--- config.mk ---
export PLATFORM = sky130hd
export DESIGN_NAME = bounded_deque_with_remove_core
export DESIGN_NICKNAME = d
export VERILOG_FILES = /design/src/rtl/bdq_pkg.sv /design/src/rtl/bdq_ctrl.sv /design/src/rtl/bdq_dpath.sv /design/src/rtl/bounded_deque_with_remove_core.sv
export VERILOG_INCLUDE_DIRS = /design/src /design/src/rtl
export SDC_FILE = /design/constraint.sdc
export NUM_CORES = 2
export LEC_CHECK = 0
export ABC_CLOCK_PERIOD_IN_PS = 7560
export BUFFER_PORTS_ARGS = -buffer_cell sky130_fd_sc_hd__buf_2
export CAP_MARGIN = 20
export CORE_ASPECT_RATIO = 1.5
export CORE_UTILIZATION = 45
export CTS_BUF_LIST = sky130_fd_sc_hd__clkbuf_8
export DETAILED_ROUTE_END_ITERATION = 6
export PLACE_DENSITY_LB_ADDON = 0.25
export SLEW_MARGIN = 10
export SYNTH_ARGS = -nofsm -noshare
export SYNTH_HDL_FRONTEND = slang
export SYNTH_SLANG_ARGS = --single-unit
--- constraint.sdc ---
create_clock -name i_clk -period 7.56 [get_ports i_clk]
set_clock_uncertainty 0.2 [all_clocks]
set_input_delay 1.512 -clock i_clk [delete_from_list [all_inputs] [get_ports i_clk]]
set_output_delay 1.512 -clock i_clk [all_outputs]
set_load 0.02 [all_outputs]
--- src/rtl/bounded_deque_with_remove_core_assert.svh ---
// Assertion macros used by the deque datapath.
`ifndef BOUNDED_DEQUE_WITH_REMOVE_CORE_ASSERT_SVH
`define BOUNDED_DEQUE_WITH_REMOVE_CORE_ASSERT_SVH

// A condition that must hold at every clock edge outside reset.
`define BDQ_ASSERT_ALWAYS(lbl, clk, rst_n, expr, msg) \
    lbl: assert property (@(posedge clk) disable iff (!rst_n) (expr)) \
        else $error(msg);

// A condition that must hold in the cycle after a trigger.
`define BDQ_ASSERT_NEXT(lbl, clk, rst_n, ante, cons, msg) \
    lbl: assert property (@(posedge clk) disable iff (!rst_n) (ante) |=> (cons)) \
        else $error(msg);

// A condition that must hold in the same cycle as a trigger.
`define BDQ_ASSERT_SAME(lbl, clk, rst_n, ante, cons, msg) \
    lbl: assert property (@(posedge clk) disable iff (!rst_n) (ante) |-> (cons)) \
        else $error(msg);

`endif

--- src/rtl/bdq_pkg.sv ---
// Types and constants shared by the deque controller, datapath and top level.
`default_nettype none

package bdq_pkg;

    localparam int CAPACITY = 64;
    localparam int CMD_W    = 3;
    localparam int VALUE_W  = 32;
    localparam int COUNT_W  = $clog2(CAPACITY + 1);

    localparam logic [CMD_W-1:0] CMD_PUSH_FRONT = 3'd0;
    localparam logic [CMD_W-1:0] CMD_PUSH_BACK  = 3'd1;
    localparam logic [CMD_W-1:0] CMD_POP_FRONT  = 3'd2;
    localparam logic [CMD_W-1:0] CMD_POP_BACK   = 3'd3;
    localparam logic [CMD_W-1:0] CMD_REMOVE     = 3'd4;

    typedef enum logic [1:0] {
        ST_OK      = 2'd0,
        ST_REMOVED = 2'd1,
        ST_EMPTY   = 2'd2,
        ST_FULL    = 2'd3
    } t_status;

    typedef struct packed {
        logic [CMD_W-1:0]          cmd;
        logic signed [VALUE_W-1:0] item_value;
    } t_in_word;

    typedef struct packed {
        t_status                   status;
        logic signed [VALUE_W-1:0] popped_value;
        logic [COUNT_W-1:0]        entry_count;
    } t_out_word;

    // Commands from the controller to the datapath for one cycle.
    typedef struct packed {
        logic    accept;
        logic    place;
        logic    link;
        logic    unlink;
        logic    advance;
        logic    take_pop;
        logic    st_wr;
        t_status st;
        logic    load_out;
    } t_dp_ctl;

    // Status from the datapath back to the controller.
    typedef struct packed {
        logic full;
        logic empty;
        logic match;
        logic walk_end;
        logic out_busy;
    } t_dp_sts;

endpackage

`default_nettype wire

--- src/rtl/bdq_ctrl.sv ---
// Sequencing state machine of the deque: one command at a time.
`default_nettype none

module bdq_ctrl (
    input  logic                       i_clk,
    input  logic                       i_rst_n,
    input  logic                       i_in_valid,
    input  logic [bdq_pkg::CMD_W-1:0]  i_cmd,
    input  bdq_pkg::t_dp_sts           i_sts,
    output bdq_pkg::t_dp_ctl           o_ctl,
    output logic                       o_in_stall
);
    import bdq_pkg::*;

    typedef enum logic [5:0] {
        S_IDLE  = 6'b000001,
        S_PLACE = 6'b000010,
        S_LINK  = 6'b000100,
        S_POP   = 6'b001000,
        S_WALK  = 6'b010000,
        S_DONE  = 6'b100000
    } t_state;

    t_state r_state;
    t_state n_state;

    always_comb begin
        n_state = r_state;
        o_ctl   = '0;
        unique case (r_state)
            S_IDLE: begin
                if (i_in_valid) begin
                    o_ctl.accept = 1'b1;
                    o_ctl.st_wr  = 1'b1;
                    o_ctl.st     = ST_OK;
                    n_state      = S_DONE;
                    unique case (i_cmd) inside
                        CMD_PUSH_FRONT, CMD_PUSH_BACK: begin
                            if (i_sts.full) begin
                                o_ctl.st = ST_FULL;
                            end else begin
                                n_state = S_PLACE;
                            end
                        end
                        CMD_POP_FRONT, CMD_POP_BACK: begin
                            if (i_sts.empty) begin
                                o_ctl.st = ST_EMPTY;
                            end else begin
                                n_state = S_POP;
                            end
                        end
                        CMD_REMOVE: begin
                            if (!i_sts.empty) begin
                                n_state = S_WALK;
                            end
                        end
                        default: begin
                            n_state = S_DONE;
                        end
                    endcase
                end
            end
            S_PLACE: begin
                o_ctl.place = 1'b1;
                n_state     = S_LINK;
            end
            S_LINK: begin
                o_ctl.link = 1'b1;
                n_state    = S_DONE;
            end
            S_POP: begin
                o_ctl.unlink   = 1'b1;
                o_ctl.take_pop = 1'b1;
                n_state        = S_DONE;
            end
            S_WALK: begin
                if (i_sts.match) begin
                    o_ctl.unlink = 1'b1;
                    o_ctl.st_wr  = 1'b1;
                    o_ctl.st     = ST_REMOVED;
                    n_state      = S_DONE;
                end else if (i_sts.walk_end) begin
                    n_state = S_DONE;
                end else begin
                    o_ctl.advance = 1'b1;
                end
            end
            S_DONE: begin
                if (!i_sts.out_busy) begin
                    o_ctl.load_out = 1'b1;
                    n_state        = S_IDLE;
                end
            end
            default: begin
                n_state = S_IDLE;
            end
        endcase
    end

    always_ff @(posedge i_clk) begin
        if (!i_rst_n) begin
            r_state <= S_IDLE;
        end else begin
            r_state <= n_state;
        end
    end

    assign o_in_stall = (r_state != S_IDLE);

endmodule

`default_nettype wire

--- src/rtl/bdq_dpath.sv ---
// Deque datapath: entry, link and free-slot memories, list pointers and result register.
`default_nettype none
`include "bounded_deque_with_remove_core_assert.svh"

module bdq_dpath (
    input  logic               i_clk,
    input  logic               i_rst_n,
    input  bdq_pkg::t_dp_ctl   i_ctl,
    input  bdq_pkg::t_in_word  i_in_word,
    input  logic               i_out_stall,
    output bdq_pkg::t_dp_sts   o_sts,
    output logic               o_out_valid,
    output bdq_pkg::t_out_word o_out_word
);
    import bdq_pkg::*;

    localparam int LW = $clog2(CAPACITY + 1);
    localparam int AW = $clog2(CAPACITY);
    localparam logic [LW-1:0] NIL = LW'(CAPACITY);

    // Storage. Slots above the high-water mark have never been used.
    logic [VALUE_W-1:0] r_vals [CAPACITY];
    logic [LW-1:0]      r_next [CAPACITY];
    logic [LW-1:0]      r_prev [CAPACITY];
    logic [AW-1:0]      r_fstk [CAPACITY];

    logic [LW-1:0] r_head, r_tail, r_count, r_hw, r_fsp;
    logic [CMD_W-1:0]          r_cmd;
    logic signed [VALUE_W-1:0] r_val;
    logic [LW-1:0]             r_cur, r_steps, r_slot;
    logic signed [VALUE_W-1:0] r_popped;
    t_status                   r_status;
    logic                      r_out_valid;
    t_out_word                 r_out_word;

    logic [VALUE_W-1:0] r_rd_val;
    logic [LW-1:0]      r_rd_nxt, r_rd_prv;
    logic [AW-1:0]      r_rd_fs;

    logic          front;
    logic [LW-1:0] acc_idx, place_slot, fsp_dec;
    logic [AW-1:0] rd_addr, fs_ra;
    logic          rd_en;
    logic [LW:0]   steps_inc;

    logic          vals_we, next_we, prev_we, fstk_we;
    logic [AW-1:0] vals_wa, next_wa, prev_wa, fstk_wa;
    logic [LW-1:0] next_wd, prev_wd;
    logic [AW-1:0] fstk_wd;

    always_comb begin
        front      = (r_cmd == CMD_PUSH_FRONT);
        acc_idx    = (i_in_word.cmd == CMD_POP_BACK) ? r_tail : r_head;
        place_slot = (r_fsp != '0) ? LW'(r_rd_fs) : r_hw;
        fsp_dec    = r_fsp - LW'(1);
        fs_ra      = fsp_dec[AW-1:0];
        rd_en      = i_ctl.accept | i_ctl.advance;
        rd_addr    = i_ctl.advance ? r_rd_nxt[AW-1:0] : acc_idx[AW-1:0];
        steps_inc  = {1'b0, r_steps} + (LW+1)'(1);
    end

    // Write ports: each memory takes at most one write per cycle.
    always_comb begin
        vals_we = i_ctl.place;
        vals_wa = place_slot[AW-1:0];

        next_we = 1'b0;
        next_wa = place_slot[AW-1:0];
        next_wd = front ? r_head : NIL;
        prev_we = 1'b0;
        prev_wa = place_slot[AW-1:0];
        prev_wd = front ? NIL : r_tail;

        if (i_ctl.place) begin
            next_we = 1'b1;
            prev_we = 1'b1;
        end else if (i_ctl.link) begin
            if (front) begin
                prev_we = (r_head != NIL);
                prev_wa = r_head[AW-1:0];
                prev_wd = r_slot;
            end else begin
                next_we = (r_tail != NIL);
                next_wa = r_tail[AW-1:0];
                next_wd = r_slot;
            end
        end else if (i_ctl.unlink) begin
            next_we = (r_rd_prv != NIL);
            next_wa = r_rd_prv[AW-1:0];
            next_wd = r_rd_nxt;
            prev_we = (r_rd_nxt != NIL);
            prev_wa = r_rd_nxt[AW-1:0];
            prev_wd = r_rd_prv;
        end

        fstk_we = i_ctl.unlink;
        fstk_wa = r_fsp[AW-1:0];
        fstk_wd = r_cur[AW-1:0];
    end

    always_ff @(posedge i_clk) begin
        if (vals_we) r_vals[vals_wa] <= r_val;
        if (next_we) r_next[next_wa] <= next_wd;
        if (prev_we) r_prev[prev_wa] <= prev_wd;
        if (fstk_we) r_fstk[fstk_wa] <= fstk_wd;
        if (rd_en) begin
            r_rd_val <= r_vals[rd_addr];
            r_rd_nxt <= r_next[rd_addr];
            r_rd_prv <= r_prev[rd_addr];
            r_rd_fs  <= r_fstk[fs_ra];
        end
    end

    // List pointers and allocation state.
    always_ff @(posedge i_clk) begin
        if (!i_rst_n) begin
            r_head      <= NIL;
            r_tail      <= NIL;
            r_count     <= '0;
            r_hw        <= '0;
            r_fsp       <= '0;
            r_out_valid <= 1'b0;
        end else begin
            if (i_ctl.place) begin
                if (r_fsp != '0) begin
                    r_fsp <= fsp_dec;
                end else begin
                    r_hw <= r_hw + LW'(1);
                end
            end else if (i_ctl.link) begin
                r_count <= r_count + LW'(1);
                if (front) begin
                    r_head <= r_slot;
                    if (r_head == NIL) r_tail <= r_slot;
                end else begin
                    r_tail <= r_slot;
                    if (r_tail == NIL) r_head <= r_slot;
                end
            end else if (i_ctl.unlink) begin
                if (r_rd_prv == NIL) r_head <= r_rd_nxt;
                if (r_rd_nxt == NIL) r_tail <= r_rd_prv;
                r_fsp   <= r_fsp + LW'(1);
                r_count <= r_count - LW'(1);
            end

            if (i_ctl.load_out) begin
                r_out_valid <= 1'b1;
            end else if (!i_out_stall) begin
                r_out_valid <= 1'b0;
            end
        end
    end

    // Per-command working registers and the result word.
    always_ff @(posedge i_clk) begin
        if (i_ctl.accept) begin
            r_cmd    <= i_in_word.cmd;
            r_val    <= i_in_word.item_value;
            r_cur    <= acc_idx;
            r_steps  <= '0;
            r_popped <= '0;
        end
        if (i_ctl.advance) begin
            r_cur   <= r_rd_nxt;
            r_steps <= steps_inc[LW-1:0];
        end
        if (i_ctl.place) r_slot <= place_slot;
        if (i_ctl.st_wr) r_status <= i_ctl.st;
        if (i_ctl.take_pop) r_popped <= r_rd_val;
        if (i_ctl.load_out) begin
            r_out_word.status       <= r_status;
            r_out_word.popped_value <= r_popped;
            r_out_word.entry_count  <= COUNT_W'(r_count);
        end
    end

    always_comb begin
        o_sts.full     = (r_count == NIL);
        o_sts.empty    = (r_count == '0);
        o_sts.match    = (r_rd_val == r_val);
        o_sts.walk_end = (steps_inc >= {1'b0, r_count}) || (r_rd_nxt == NIL);
        o_sts.out_busy = r_out_valid & i_out_stall;
    end

    assign o_out_valid = r_out_valid;
    assign o_out_word  = r_out_word;

    `BDQ_ASSERT_ALWAYS(a_count_bound, i_clk, i_rst_n, r_count <= NIL, "count above capacity")
    `BDQ_ASSERT_ALWAYS(a_head_nil, i_clk, i_rst_n, (r_head == NIL) == (r_count == '0), "head and count disagree")
    `BDQ_ASSERT_ALWAYS(a_tail_nil, i_clk, i_rst_n, (r_tail == NIL) == (r_count == '0), "tail and count disagree")
    `BDQ_ASSERT_NEXT(a_link_nonempty, i_clk, i_rst_n, i_ctl.link, (r_head != NIL) && (r_tail != NIL), "push left list empty")
    `BDQ_ASSERT_SAME(a_unlink_held, i_clk, i_rst_n, i_ctl.unlink, r_count != '0, "unlink on empty list")

endmodule

`default_nettype wire

--- src/rtl/bounded_deque_with_remove_core.sv ---
// Top level of the bounded deque with remove: controller plus datapath.
// Path from accept to result valid: a push goes through PLACE, LINK and DONE, a pop through
// POP and DONE; a full push, empty pop, empty remove or spare code goes straight to DONE; a
// remove walks one entry per cycle through the single read port of the entry and link
// memories to a match or the end; DONE waits out output stalls, then IDLE takes a new word.
// Reset (synchronous, active low) empties the list at once; no clearing pass.
`default_nettype none

module bounded_deque_with_remove_core (
    input  logic               i_clk,
    input  logic               i_rst_n,
    input  logic               i_in_valid,
    output logic               o_in_stall,
    input  bdq_pkg::t_in_word  i_in_word,
    output logic               o_out_valid,
    input  logic               i_out_stall,
    output bdq_pkg::t_out_word o_out_word
);
    import bdq_pkg::*;

    // The controller walks each word through its steps; the datapath holds
    // the list in three memories (values, next links, previous links) and a
    // stack of released slots. A push takes a released slot when one exists,
    // otherwise the next never-used slot above the high-water mark, so the
    // memories need no initialization: only slots written by a push are used.
    t_dp_ctl ctl;
    t_dp_sts sts;

    bdq_ctrl u_ctrl (
        .i_clk      (i_clk),
        .i_rst_n    (i_rst_n),
        .i_in_valid (i_in_valid),
        .i_cmd      (i_in_word.cmd),
        .i_sts      (sts),
        .o_ctl      (ctl),
        .o_in_stall (o_in_stall)
    );

    // Pops and removes unlink an entry from the registered read of its
    // links; a remove compares one entry per cycle while it walks.
    bdq_dpath u_dpath (
        .i_clk       (i_clk),
        .i_rst_n     (i_rst_n),
        .i_ctl       (ctl),
        .i_in_word   (i_in_word),
        .i_out_stall (i_out_stall),
        .o_sts       (sts),
        .o_out_valid (o_out_valid),
        .o_out_word  (o_out_word)
    );

endmodule

`default_nettype wire
# [After elaboration in Yosys (flattened, before gate mapping)]
# Memories as Yosys holds them, arrays and structs flattened. A register that Yosys moved wholly into a read port is not among the register bits.
# Cells that the tools add are included.
[op_classes] n_mul=0 add_sub_neg=6 div=0 n_reduce_logical=20 shifts=0 mux=88 n_eq_ne=29 n_lt_le_gt_ge=1 bitwise=4
[op_table] op="2-to-1 mux 7 bit" count=28
[op_table] op="2-to-1 mux 6 bit" count=20
[op_table] op="2-to-1 mux 32 bit" count=2
[op_table] op="== test 7 bit (second input constant)" count=5
[op_table] op="== test 32 bit" count=1
[op_table] op="case mux 6 bit (5 select lines)" count=1
[op_table] op="2-to-1 mux 1 bit" count=29
[op_table] op="inequality test 7 bit (second input constant)" count=4
[op_table] op="adder 7 x 1 -> 7 bit (second input constant)" count=3
[op_table] op="case mux 6 bit (3 select lines)" count=1
[op_table] op="subtractor 7 x 1 -> 7 bit (second input constant)" count=2
[op_table] op="nonzero test 2 bit" count=6
[op_table] op="adder 7 x 1 -> 8 bit (second input constant)" count=1
[op_table] op=">= comparator 8 x 7 -> 1 bit" count=1
[op_table] op="AND reduction 4 bit" count=2
[op_table] op="logical NOT 7 bit" count=1
[op_table] op="nonzero test 7 bit" count=1
[op_table] op="== test 3 x 2 -> 1 bit (second input constant)" count=2
[op_table] op="== test 6 x 1 -> 1 bit (second input constant)" count=1
[op_table] op="== test 6 x 2 -> 1 bit (second input constant)" count=1
[op_table] op="== test 6 x 3 -> 1 bit (second input constant)" count=1
[op_table] op="== test 6 x 4 -> 1 bit (second input constant)" count=1
[op_table] op="== test 6 x 5 -> 1 bit (second input constant)" count=1
[op_table] op="== test 6 bit (second input constant)" count=1
[op_table] op="20 further kinds" count=32
[word_totals] in_bits=39 out_inout_bits=43 n_memories=4 reg_bits=172 mem_bits_rw=3328 rom_bits=0 elab_cells=170 latchBits=0
[memory_table] memory="u_dpath.r_vals" depth=64 word_bits=32 read_ports=1 rd_ports_with_merged_regs=1 wr=1 line_no="bdq_dpath.sv:22" source="logic [VALUE_W-1:0] r_vals [CAPACITY];"
[memory_table] memory="u_dpath.r_next" depth=64 word_bits=7 read_ports=1 rd_ports_with_merged_regs=1 wr=1 line_no="bdq_dpath.sv:23" source="logic [LW-1:0] r_next [CAPACITY];"
[memory_table] memory="u_dpath.r_prev" depth=64 word_bits=7 read_ports=1 rd_ports_with_merged_regs=1 wr=1 line_no="bdq_dpath.sv:24" source="logic [LW-1:0] r_prev [CAPACITY];"
[memory_table] memory="u_dpath.r_fstk" depth=64 word_bits=6 read_ports=1 rd_ports_with_merged_regs=1 wr=1 line_no="bdq_dpath.sv:25" source="logic [AW-1:0] r_fstk [CAPACITY];"

# [Longest topological paths before layout]
[logic_depth] depth_word=8 ltp_mapped=20 mapped_depth_nobuf=15

# [Hierarchy]
# From an unflattened synthesis, not the netlist that was laid out.
[hier_totals] hier_cells=6639 area_unflattened_um2=137250.4
[by_module_without_submodules] module="bdq_dpath" cells_per_inst=6582 seq_area_each_um2=106121.8 instances=1 area_per_inst_um2=136797.4
[by_module_without_submodules] module="bdq_ctrl" cells_per_inst=57 seq_area_each_um2=120.1 instances=1 area_per_inst_um2=452.9

# [Worst setup path after synthesis]
# No wires, ideal clock.
[synth_path] kind="reg-to-reg" from="reg u_dpath.r_val[9]" to="mem u_dpath.r_prev[0][3] (netlist bit) (data pin)" n_path_buf=2 arrival_ns=5.224 required_ns=6.658 synth_period_minus_slack_ns=6.126 slack_ns=1.434 setup_time_ns=0.702 stages_incl_launch_ff=9 cell_sequence="edfxtp_1 -> xnor2_1 -> nand4_1 -> nor4_1 -> and4_1 -> nor3_1 -> clkbuf_1 -> buf_1 -> o21ai_0"
[synth_via] elab_chain_cells=6
[synth_rtl] element="start, declared" line_no="bdq_dpath.sv:29" source="logic signed [VALUE_W-1:0] r_val;"
[synth_rtl] element="start signal, assigned" line_no="bdq_dpath.sv:158" source="r_val <= i_in_word.item_value;"
[synth_rtl] element="== test 32 bit" line_no="bdq_dpath.sv:180" source="o_sts.match = (r_rd_val == r_val);"
[synth_rtl] element="2-to-1 mux 1 bit" line_no="bdq_ctrl.sv:77" source="if (i_sts.match) begin"
[synth_rtl] element="case mux 1 bit (2 select lines)" line_no="bdq_ctrl.sv:30" source="unique case (r_state)"
[synth_rtl] element="2-to-1 mux 7 bit" line_no="bdq_dpath.sv:87" source="end else if (i_ctl.unlink) begin"
[synth_rtl] element="2-to-1 mux 7 bit" line_no="bdq_dpath.sv:77" source="end else if (i_ctl.link) begin"
[synth_rtl] element="2-to-1 mux 7 bit" line_no="bdq_dpath.sv:74" source="if (i_ctl.place) begin"
[synth_rtl] element="via u_dpath.prev_wd[3]" line_no="bdq_dpath.sv:48" source="logic [LW-1:0] next_wd, prev_wd;"
[synth_rtl] element="end, declared" line_no="bdq_dpath.sv:24"
# The timed path passes the listed nets, and every way through them passes these cells.

# [Worst setup path after layout]
[layout_path] from="reg u_dpath.r_rd_val[20], read port of u_dpath.r_vals" to="reg u_dpath.r_rd_nxt[0], read port of u_dpath.r_next (data pin)"
[layout_via] elab_chain_cells=4 elab_cells_between_ends=5 cone_classes="eq/ne: 1; mux: 3; bitwise: 1"
[layout_rtl] element="start, declared" line_no="bdq_dpath.sv:36" source="logic [VALUE_W-1:0] r_rd_val;"
[layout_rtl] element="== test 32 bit *" line_no="bdq_dpath.sv:180"
[layout_rtl] element="2-to-1 mux 1 bit *" line_no="bdq_ctrl.sv:77"
[layout_rtl] element="2-to-1 mux 1 bit *" line_no="bdq_ctrl.sv:30"
[layout_rtl] element="2-to-1 mux 6 bit or bitwise OR 1 bit (tied branches)" line_no="bdq_dpath.sv:58, bdq_dpath.sv:57"
[layout_rtl] element="end, declared" line_no="bdq_dpath.sv:37" source="logic [LW-1:0] r_rd_nxt, r_rd_prv;"
# Every way passes the cells marked *; elsewhere a longest branch is shown, timed or not.
# A chain may end at the register's enable or synchronous reset.

==> results.sh <==
export IMPL_fin_crit_sh_pct=89.30
export IMPL_clock_path_buffers=4
export IMPL_cts_tree="yes"
export IMPL_stdcell_count=13190
export IMPL_synth_top_area_share_pct=75.59
export IMPL_syn_area_per_cell_um2=17.16
export IMPL_drv_cap=0
export IMPL_nets=8794
export IMPL_ys_ff_latch=3552
export IMPL_drt_pass1_iterations=7
export IMPL_routed_wl_mm=415.1
export IMPL_yosys_area_top_type="edfxtp_1"
export IMPL_hpwlAfterDp_mm=255.6
export IMPL_drt_iter0_drc=9008
export IMPL_route_detailed_drc=14
export IMPL_coreArea_mm2=0.3087
export IMPL_tns_ns=0
export IMPL_relSlewSlack_pct=22.12
export IMPL_cts_hold_buf=0
export IMPL_async_flop_share_pct=0
export IMPL_syn_nets=8183
export IMPL_io_buffers=81
export IMPL_overflow=0
export IMPL_gp_congestion=0.8995
export IMPL_ys_flop_type="edfxtp_1"
export IMPL_route_met2_wl_mm=210.6
export IMPL_seqPwrFrac_pct=58.4
export IMPL_area_growth_pct=12.99
export IMPL_cp_max_fo=37
export IMPL_power_share_clock_pct=39.0
export IMPL_synth_area_leaders="edfxtp_1 76%, mux4_2 5.8%, mux2i_1 3.8%, nand2_1 2.6%, a21oi_1 1.5%"
export IMPL_grt_max_degree=111
export IMPL_cts_buffers=535
export IMPL_grt_usage_pct=26.19
export IMPL_h_tree_depth=6
export IMPL_wl_met3_mm=32.50
export IMPL_yosys_top_cells_count="3510 x edfxtp_1, 970 x nand2_1, 534 x mux2i_1"
export IMPL_grt_setup_unrepaired="no"
export IMPL_internal_power_uw=29600
export IMPL_cts_setup_buffers=0
export IMPL_netlist_area_mm2=0.1394
export IMPL_cp_data_arrival_time_ns=7.32
export IMPL_worstMarginPinSlew_ns=1.139
export IMPL_clk_pin_slew_worst_paths_ns=0.06
export IMPL_highest_layer="met5"
export IMPL_endpoint_kind="flip-flop"
export IMPL_routed_via_density=6.116
export IMPL_switching_share_pct=22.09
export IMPL_slew_viol_final=0
export IMPL_ys_warnings_count=0
export IMPL_p_switching_uw=8395
export IMPL_initial_core_util_pct=45.16
export IMPL_avgRoutedWirePerCell_um=31.48
export IMPL_synth_most_common_cell="edfxtp_1"
export IMPL_first_global_vias=81200
export IMPL_dieHeight_um=683.8
export IMPL_wl_met1_mm=145.7
export IMPL_io_pins=82
export IMPL_antenna_found_initial=29
export IMPL_dieArea_mm2=0.3121
export IMPL_grt_pass1_wl_mm=587.2
export IMPL_drive_gt1_share_pct=19.52
export IMPL_place_inst=12230
export IMPL_synthCells=8127
export IMPL_cts_sinks=3552
export IMPL_outcome="complete, but fails checks"
export IMPL_comb_power_share_pct=2.5
export IMPL_ant_nets=0
export IMPL_setup_viol=0
export IMPL_period_minus_slack_ns=6.751
export IMPL_cts_root_buf="clkbuf_8"
export IMPL_clock_latency_ns=1.09
export IMPL_ctsResizeCount=0
export IMPL_start_kind="flip-flop"
export IMPL_ys_seq_area_share_pct=76.19
export IMPL_synth_edff_count=3510
export IMPL_hold_viol=0
export IMPL_via_count=80650
export IMPL_fmax_mhz=148.1
export IMPL_p_leak_uw=0.05391
export IMPL_peakVddDrop_mv=0.1659
export IMPL_core_rowCount=250
export IMPL_violations="DRC"
export IMPL_crit_required_ns=8.13
export IMPL_worst_hold_path_type="reg -> reg"
export IMPL_die_w_um=456.5
export IMPL_ys_types=82
export IMPL_powerDensity_mw_per_mm2=241.2
export IMPL_path_class="reg -> reg"
## layout make-up
| class | instances | area, um^2 |
|---|---|---|
| repair buffers | 557 | 4805 |
| multi-input cells | 4053 | 31490 |
| clock inverters | 369 | 2033 |
| clock buffers | 560 | 7707 |
| diodes | 23 | 57.56 |
| fillers | 24920 | 151200 |
| flip-flops and latches | 3552 | 106200 |
| inverters | 39 | 172.7 |
| well taps | 4032 | 5045 |
## metal layers
| layer | GRT usage, % | up-vias |
|---|---|---|
| li1 | - | 33640 |
| met1 | 30.72 | 41760 |
| met2 | 45.34 | 4144 |
| met3 | 4.683 | 1086 |
| met4 | 14.67 | 14 |
| met5 | 0 | - |
## final timing paths
kind | startpoint | end | slack [ns] | cells after the start
setup reg to reg | u_dpath.r_rd_val[20] | u_dpath.r_rd_nxt[0] | 0.81 | 13
setup / recovery | u_dpath.r_rd_val[20] | u_dpath.r_rd_nxt[0] | 0.81 | 13
hold reg to reg | u_dpath.r_popped[27] | u_dpath.o_out_word[34] | 0.21 | 0
hold / removal | u_dpath.r_popped[27] | u_dpath.o_out_word[34] | 0.21 | 0
## logic make-up after synthesis
logic type      Yosys count  share of synthesized area, %
compound gates         1152                         5.607
xor+xnor                 59                        0.3706
fa+ha+maj                17                        0.1579
buf+inv                 522                         1.754
flops                  3552                         76.19
mux                     949                         10.08
simple gates           1876                         5.832
## stage by stage
step           total power [uW]  hold slack (ns)  utilization [%]  setup WS (ns)  area, um^2
4_1_cts                   38210           0.2072            51.01         0.7433      157500
2_1_floorplan             22930           0.2003                -          1.434      139400
6_report                  38000           0.2104            51.03         0.8090      157600
3_5_place_dp              23580           0.2045            47.85         0.7653      147700
3_3_place_gp              23530           0.2016            47.84         0.1865      147700
5_1_grt                   39020           0.2162            51.03         0.8189      157500
## power by group through the flow
stage	Clock, uW	Combinational (uW)	Sequential (uW)
after floorplan	0	183	22800
after global placement	0	926	22600
after detailed placement	0	971	22600
after CTS	15000	971	22200
after global routing	15800	1020	22200
final	14800	967	22200
## cells in the final DEF, fill, tap and decap left out, drive strengths merged, types with 13 or more instances in the layout
master,n
or3,14
nor2,343
a211oi,35
a31oi,50
ha,16
a311oi,24
nor4,68
o221ai,152
inv,204
nand2,971
o22a,44
edfxtp,3510
o21ai,79
and3,35
clkinv,169
mux2,56
a41oi,13
nor2b,15
o22ai,123
a31o,14
nor3,109
diode,23
a21oi,408
buf,557
clkinvlp,18
a221oi,20
and2,41
dfxtp,42
mux2i,534
a2111oi,73
clkbuf,560
mux4,359
xnor2,47
nand3,197
nand4,42
bufinv,17
## critical path: stages (launching register included)
cell,delay (ns)
edfxtp_1,0.56
xnor2_2,0.71
nand4_1,0.36
nor4_1,0.58
buf_4,0.26
a31o_1,0.42
o21ai_4,0.13
nand2_8,0.45
buf_12,0.24
buf_4,0.39
mux4_2,0.55
a2111oi_0,1.01
nor3_1,0.29
o22a_1,0.29
## registers in the layout, summed over array words and instances, names as in the netlist
name and count:
u_ctrl.r_state 6, u_dpath.o_out_valid 1, u_dpath.o_out_word 41, u_dpath.r_cmd 3, u_dpath.r_count 7, u_dpath.r_cur 6
u_dpath.r_fsp 7, u_dpath.r_fstk 384, u_dpath.r_head 7, u_dpath.r_hw 7, u_dpath.r_next 448, u_dpath.r_popped 32
u_dpath.r_prev 448, u_dpath.r_rd_fs 6, u_dpath.r_rd_nxt 7, u_dpath.r_rd_prv 7, u_dpath.r_rd_val 32, u_dpath.r_slot 7
u_dpath.r_status 2, u_dpath.r_steps 7, u_dpath.r_tail 7, u_dpath.r_val 32, u_dpath.r_vals 2048
No activity file was read; power rests on OpenSTA's default activity.
